File: src/hw/rtl/vec3_sqrt.sv
// Pipelined integer square root, one root bit per stage.
module vec3_sqrt #(
	parameter int W  = 32,
	parameter int SW = 8
) (
	input  logic            clk,
	input  logic            arst_n,
	input  logic            en,
	input  logic            in_valid,
	input  logic [2*W-1:0]  rad,
	input  logic [SW-1:0]   in_side,
	output logic            out_valid,
	output logic [W-1:0]    root,
	output logic [SW-1:0]   out_side
);
	logic           vld_s  [W+1];
	logic [2*W-1:0] rad_s  [W+1];
	logic [W+2:0]   rem_s  [W+1];
	logic [W-1:0]   root_s [W+1];
	logic [SW-1:0]  side_s [W+1];

	assign vld_s[0]  = in_valid;
	assign rad_s[0]  = rad;
	assign rem_s[0]  = '0;
	assign root_s[0] = '0;
	assign side_s[0] = in_side;

	for (genvar j = 0; j < W; j++) begin : g_stage
		logic [W+2:0] t;
		logic [W+2:0] trial;
		logic         ge;
		assign t     = {rem_s[j][W:0], rad_s[j][2*W-1 -: 2]};
		assign trial = {1'b0, root_s[j], 2'b01};
		assign ge    = t >= trial;

		always_ff @(posedge clk or negedge arst_n) begin
			if (!arst_n) begin
				vld_s[j+1] <= 1'b0;
			end else if (en) begin
				vld_s[j+1] <= vld_s[j];
			end
		end

		always_ff @(posedge clk) begin
			if (en) begin
				rad_s[j+1]  <= rad_s[j] << 2;
				rem_s[j+1]  <= ge ? t - trial : t;
				root_s[j+1] <= {root_s[j][W-2:0], ge};
				side_s[j+1] <= side_s[j];
			end
		end
	end

	assign out_valid = vld_s[W];
	assign root      = root_s[W];
	assign out_side  = side_s[W];
endmodule

File: config.mk
export PLATFORM = sky130hd
export DESIGN_NAME = vec3_sqrt
export DESIGN_NICKNAME = d
export VERILOG_FILES = /design/src/hw/rtl/vec3_sqrt.sv
export SDC_FILE = /design/constraint.sdc
export NUM_CORES = 2
export LEC_CHECK = 0
export BUFFER_PORTS_ARGS = -buffer_cell sky130_fd_sc_hd__buf_2
export CAP_MARGIN = 40
export CORE_MARGIN = 8
export CORE_UTILIZATION = 25
export DETAILED_ROUTE_END_ITERATION = 10
export GPL_TIMING_DRIVEN = 1
export PLACE_DENSITY = 0.4
export RECOVER_POWER = 100
export SETUP_SLACK_MARGIN = 0.02
export SLEW_MARGIN = 20
export SYNTH_ARGS = -nofsm -noshare
export SYNTH_HDL_FRONTEND = slang
export SYNTH_SLANG_ARGS = --single-unit
File: constraint.sdc
create_clock -name clk -period 5.9 [get_ports clk]
set_input_delay 0.295 -clock clk [delete_from_list [all_inputs] [get_ports clk]]
set_output_delay 0.295 -clock clk [all_outputs]
set_load 0.005 [all_outputs]
* Yosys cells after proc, flatten, opt, wreduce, memory -nomap -nowiden
Cells that the tools add are included.
Operators by class: add/sub/neg operators 31, magnitude comparators 32, mux-type cells 31
Operator list (number):
- two-way mux 33 bit | 30
- greater-or-equal comparator 35 x 10 -> 1 bit | 1
- greater-or-equal comparator 35 x 11 -> 1 bit | 1
- greater-or-equal comparator 35 x 12 -> 1 bit | 1
- greater-or-equal comparator 35 x 13 -> 1 bit | 1
- greater-or-equal comparator 35 x 14 -> 1 bit | 1
- greater-or-equal comparator 35 x 15 -> 1 bit | 1
- greater-or-equal comparator 35 x 16 -> 1 bit | 1
- greater-or-equal comparator 35 x 17 -> 1 bit | 1
- greater-or-equal comparator 35 x 18 -> 1 bit | 1
- greater-or-equal comparator 35 x 19 -> 1 bit | 1
- greater-or-equal comparator 35 x 20 -> 1 bit | 1
- greater-or-equal comparator 35 x 21 -> 1 bit | 1
- greater-or-equal comparator 35 x 22 -> 1 bit | 1
- greater-or-equal comparator 35 x 23 -> 1 bit | 1
- greater-or-equal comparator 35 x 24 -> 1 bit | 1
- greater-or-equal comparator 35 x 25 -> 1 bit | 1
- greater-or-equal comparator 35 x 26 -> 1 bit | 1
- greater-or-equal comparator 35 x 27 -> 1 bit | 1
- greater-or-equal comparator 35 x 28 -> 1 bit | 1
- greater-or-equal comparator 35 x 29 -> 1 bit | 1
- greater-or-equal comparator 35 x 3 -> 1 bit | 1
- greater-or-equal comparator 35 x 30 -> 1 bit | 1
- greater-or-equal comparator 35 x 31 -> 1 bit | 1
- other kinds (41) | 41
Storage, ports and cells: register bits 2801, output and inout bits 41

* Logic depth before layout (Yosys ltp)
word-level depth 2, mapped depth 14

* Least setup slack after synthesis
No wires, ideal clock.
path type register to register, start register rem_s (netlist bit g_stage[5].t[7]), end register rem_s (netlist bit g_stage[6].t[16]) (data pin), library setup time 266 ps, arrival time 3119 ps, data required time 5634 ps, setup slack 2515 ps, stages on the path, launching flop included 11, buffers on the path 2, clock period less this slack 3385 ps, cells stage by stage edfxtp_1 -> or4_1 -> or3_1 -> or4_1 -> nand2b_1 -> buf_2 -> nand4b_1 -> o221ai_1 -> buf_2 -> nor3_1 -> xor2_1
Between the ends: word-level cells in the longest chain between the ends 2, elaborated cells on any way between the ends 3, those cells by class add/sub: 1; order compare: 1; mux: 1
RTL lines:
- start: declaration | RTL line 18 | logic [W+2:0] rem_s [W+1];
- start signal: indexed assignment | RTL line 47 | rem_s[j+1] <= ge ? t - trial : t;
- subtractor 33 x 7 -> 33 bit / greater-or-equal comparator 35 x 7 -> 1 bit (equally long branches) | RTL line 47, 34
- two-way mux 33 bit (*) | RTL line 47
Every way passes the cells marked *; elsewhere a longest branch is shown, timed or not. A chain may end at the register's enable or synchronous reset.

* Worst setup path in the final report
start register root_s (netlist bit g_stage[21].trial[3]), end register rem_s (netlist bit g_stage[22].t[3]) (data pin)
Between the ends: word-level cells in the longest chain between the ends 2
RTL lines:
- start: declaration | RTL line 19 | logic [W-1:0] root_s [W+1];
- start signal: indexed assignment | RTL line 48 | root_s[j+1] <= {root_s[j][W-2:0], ge};
- greater-or-equal comparator 35 x 23 -> 1 bit | RTL line 34 | assign ge = t >= trial;
- via g_stage[21].ge | RTL line 31 | logic ge;
- two-way mux 33 bit | RTL line 47
The timed path passes the listed nets, and every way through them passes these cells.

==> out/metrics.csv <==
stage,metric,value,unit
clock_tree,cts_resized,0,
power,total_power,57.4,mW
global_route,grt.overflow.total,0,
final_layout,nets,10500,
yosys,synth.area.top_cells,"edfxtp_1 66%, ha_1 5.6%, xor2_1 2.8%, xnor2_1 2.7%, inv_1 2.1%",
clock_tree,clock_path_buffers,4,
clock_tree,ctsHoldBuffers,145,
die,initial_core_util,25.1,%
power,power_frac_seq,46.2,%
clock_tree,insertion_delay,0.96,ns
yosys,synth-async-reset-ratio,1.15,%
run_status,status,"finished, violations left",
sta,rsz0062_at_grt,no,
yosys,yosys_warnings,0,
route,drt-total-wl,290000,microns
final_layout,design_area,147000,sq um
die,die_h,725,microns
placed_design,placed_area,135000,sq um
yosys,synth_top_cell_area_share,65.8,%
route,dr.pass1.iters,5,
min_path,hp-class,in2reg,
clock_tree,clock-root-buffer,clkbuf_16,
sta,period_share,81.8,%
yosys,synth_ff_type,edfxtp_1,
final_layout,final_common_cell,edfxtp_1,
die,die-area,525000,sq um
setup_path,cp.arrival,5.48,ns
setup_path,cp_cell_sequence,"inv_1, ha_1, a21oi_1, nand2_1, a2111oi_0, buf_1, nor3_1, o21a_1, a21oi_1, clkbuf_1, inv_1, nor2_1, a21oi_1",
placed_design,io_buffers,116,
yosys,synthCells,9395,
run_status,violations,"max-capacitance violations, max-slew violations",
clock_tree,cts_setup_buffers,0,
clock_tree,h-tree-depth,5,
die,core,501000,sq um
power,vdd_drop_max,0.221,mV
route,vias,74100,
global_route,grt_max_degree,160,
placed_design,place_congestion,0.825,
die,fp.dieW,725,microns
sta,tightest_slew,3.74,ns
final_layout,final.fill_count,50200,
power,switching_share,28.7,%
final_layout,fin_util,29.3,%
placed_design,dp_hpwl,206000,microns
sta,setup_viol,0,
yosys,syn_area,126000,sq um
die,row_count,260,
route,wire_per_inst,17.2,microns
yosys,syn_nets,10000,
yosys,synth_top_area_cell,edfxtp_1,
sta,period_needed,4.83,ns
power,switchingPower,16.5,mW
sta,slew_headroom,-149,%
final_layout,regArea,83400,sq um
final_layout,syn_to_final_growth,16.9,%
power,p_leak,53.9,nW
power,power_frac_comb,18.5,%
setup_path,start_kind,flip-flop,
die,io_pins,117,
yosys,synth-edff-count,2751,
sta,hold_violations,0,
power,internal_power,40.9,mW
final_layout,layout_common_cells,"2751 x edfxtp_1, 711 x inv_1, 646 x nand2_1, 561 x ha_1, 541 x nor2_1",
setup_path,max_stage_delay,1.32,ns
setup_path,crit_fanout,46,
global_route,antenna_found_initial,6,
route,drtIter0Drc,5314,
power,p_per_area,391,nW/um^2
job,cap_violations,12,
setup_path,critPathRequiredTime,6.55,ns
global_route,grt_pass1_wl,448000,microns
setup_path,criticalPathCategory,reg2reg,
clock_tree,numCtsBuffers,338,
yosys,seq_area_frac_synth,66.4,%
clock_tree,cts.sinks,2783,
route,vias_per_cell,4.39,
clock_tree,path_clk_slew,0.06,ns
global_route,grt_use_total,10.6,%
sta,finalClockSkew,0.0839,ns
final_layout,drive_gt1_share,7.63,%
yosys,synth.distinct_cells,82,
setup_path,worst_path_max_delay_cell,clkbuf_1,
global_route,grt_pass1_vias,74900,
sta,max_freq,0.207,GHz
setup_path,critPathCaptureType,flip-flop,
yosys,ys_seq_elements,2783,
route,ant_nets,0,
sta,fin_setup_tns,0,ns
yosys,syn_avg_cell_area,13.4,sq um
clock_tree,cts_tree,built,
route,drc,0,
setup_path,path_common_cell,a21oi_1,
sta,slew_violations,508,
final_layout,multi_input_area,38700,sq um
power,power_frac_clock,35.3,%
power by group through the flow:
stage / registers, mW / logic [mW] / clock network, mW
4_1_cts: 26.6 / 10.7 / 21.3
3_5_place_dp: 27.0 / 10.6 / 0
3_3_place_gp: 27.0 / 10.5 / 0
5_1_grt: 26.8 / 11.9 / 21.9
2_1_floorplan: 26.0 / 7.73 / 0
6_report: 26.5 / 10.6 / 20.3
per-stage QoR:
stage | hold slack (ns) | setup slack (ns) | std cells
2_1_floorplan | -0.000591 | 2.52 | 9395
3_3_place_gp | 0.372 | 1.66 | 16100
3_5_place_dp | 0.399 | 1.72 | 16100
4_1_cts | 0.0370 | 1.67 | 16800
5_1_grt | 0.0763 | 0.730 | 16900
6_report | 0.147 | 1.07 | 16900
routing by layer:
layer / up-vias / GRT usage, % / wire length, microns
li1: 36000 / - / -
met1: 36200 / 14.2 / 135000
met2: 1441 / 17.5 / 134000
met3: 516 / 1.49 / 11000
met4: 0 / 3.63 / 10000
met5: - / 0 / 0
worst paths after layout:
check	start	slack [ns]	end	cells past startpoint
max in group asynchronous	arst_n	3.92	vld_s[10]	4
min in group asynchronous	arst_n	0.96	vld_s[31]	4
hold reg to reg	rad_s[1451]	0.39	rad_s[1389]	0
hold / removal	rad[6]	0.15	rad_s[1992]	2
setup / recovery	g_stage[21].trial[3]	1.07	g_stage[22].t[3]	13
setup reg to reg	g_stage[21].trial[3]	1.07	g_stage[22].t[3]	13
registers in the layout (all words and copies together) (netlist names):
name / count
rad_s: 930
out_valid: 1
g_stage.t: 1037
out_side: 8
vld_s: 31
root: 32
g_stage.trial: 496
side_s: 248
kinds of logic (layout without fill, tap and decap cells):
family	count (synthesis)	after routing	share of synthesized area [%]
simple gates	2355	2355	9.32
fa+ha+maj	561	561	5.59
buf+inv	919	1691	2.78
mux	134	134	1.18
other cells	1	12	0.00299
xor+xnor	795	795	5.55
flops	2783	2783	66.4
compound gates	1847	1847	9.14
cell usage after synthesis, types with 21 or more instances:
| cell | instances |
|---|---|
| nand2_1 | 646 |
| o21a_1 | 97 |
| nor3_1 | 206 |
| o21ai_0 | 512 |
| nand2b_1 | 95 |
| nand3b_1 | 23 |
| a21o_1 | 219 |
| nor4_1 | 116 |
| or4_1 | 78 |
| ha_1 | 561 |
| nand4_1 | 97 |
| nand3_1 | 152 |
| or3_1 | 95 |
| o31ai_1 | 49 |
| clkbuf_1 | 166 |
| nor2b_1 | 79 |
| buf_1 | 21 |
| and2_1 | 28 |
| a211oi_1 | 52 |
| xor2_1 | 403 |
| a31oi_1 | 60 |
| inv_1 | 709 |
| edfxtp_1 | 2751 |
| and3_1 | 62 |
| xnor2_1 | 392 |
| o211ai_1 | 29 |
| or2_2 | 49 |
| a21oi_1 | 526 |
| a21boi_0 | 29 |
| o21bai_1 | 58 |
| dfrtp_1 | 32 |
| mux2_2 | 116 |
| nor2_1 | 541 |
area by class of cell:
class | instances | share of cell area (%)
Clock inverter | 218 | 1.45
Sequential cell | 2783 | 56.8
Tap cell | 6681 | 5.70
Antenna cell | 11 | 0.0188
Inverter | 713 | 1.82
Multi-Input combinational cell | 5693 | 26.4
Timing Repair Buffer | 359 | 1.86
Clock buffer | 401 | 5.96
critical path: cells and delay by family, from the launching register on:
family / cells / cell delay (ns)
DFF: 1 / 0.42
and+or+nand+nor: 3 / 0.44
adders and majority gates: 1 / 0.36
AOI/OAI and AO/OA: 5 / 1.23
buffers and inverters: 4 / 2.02
Power figures use the tool's default switching activity.
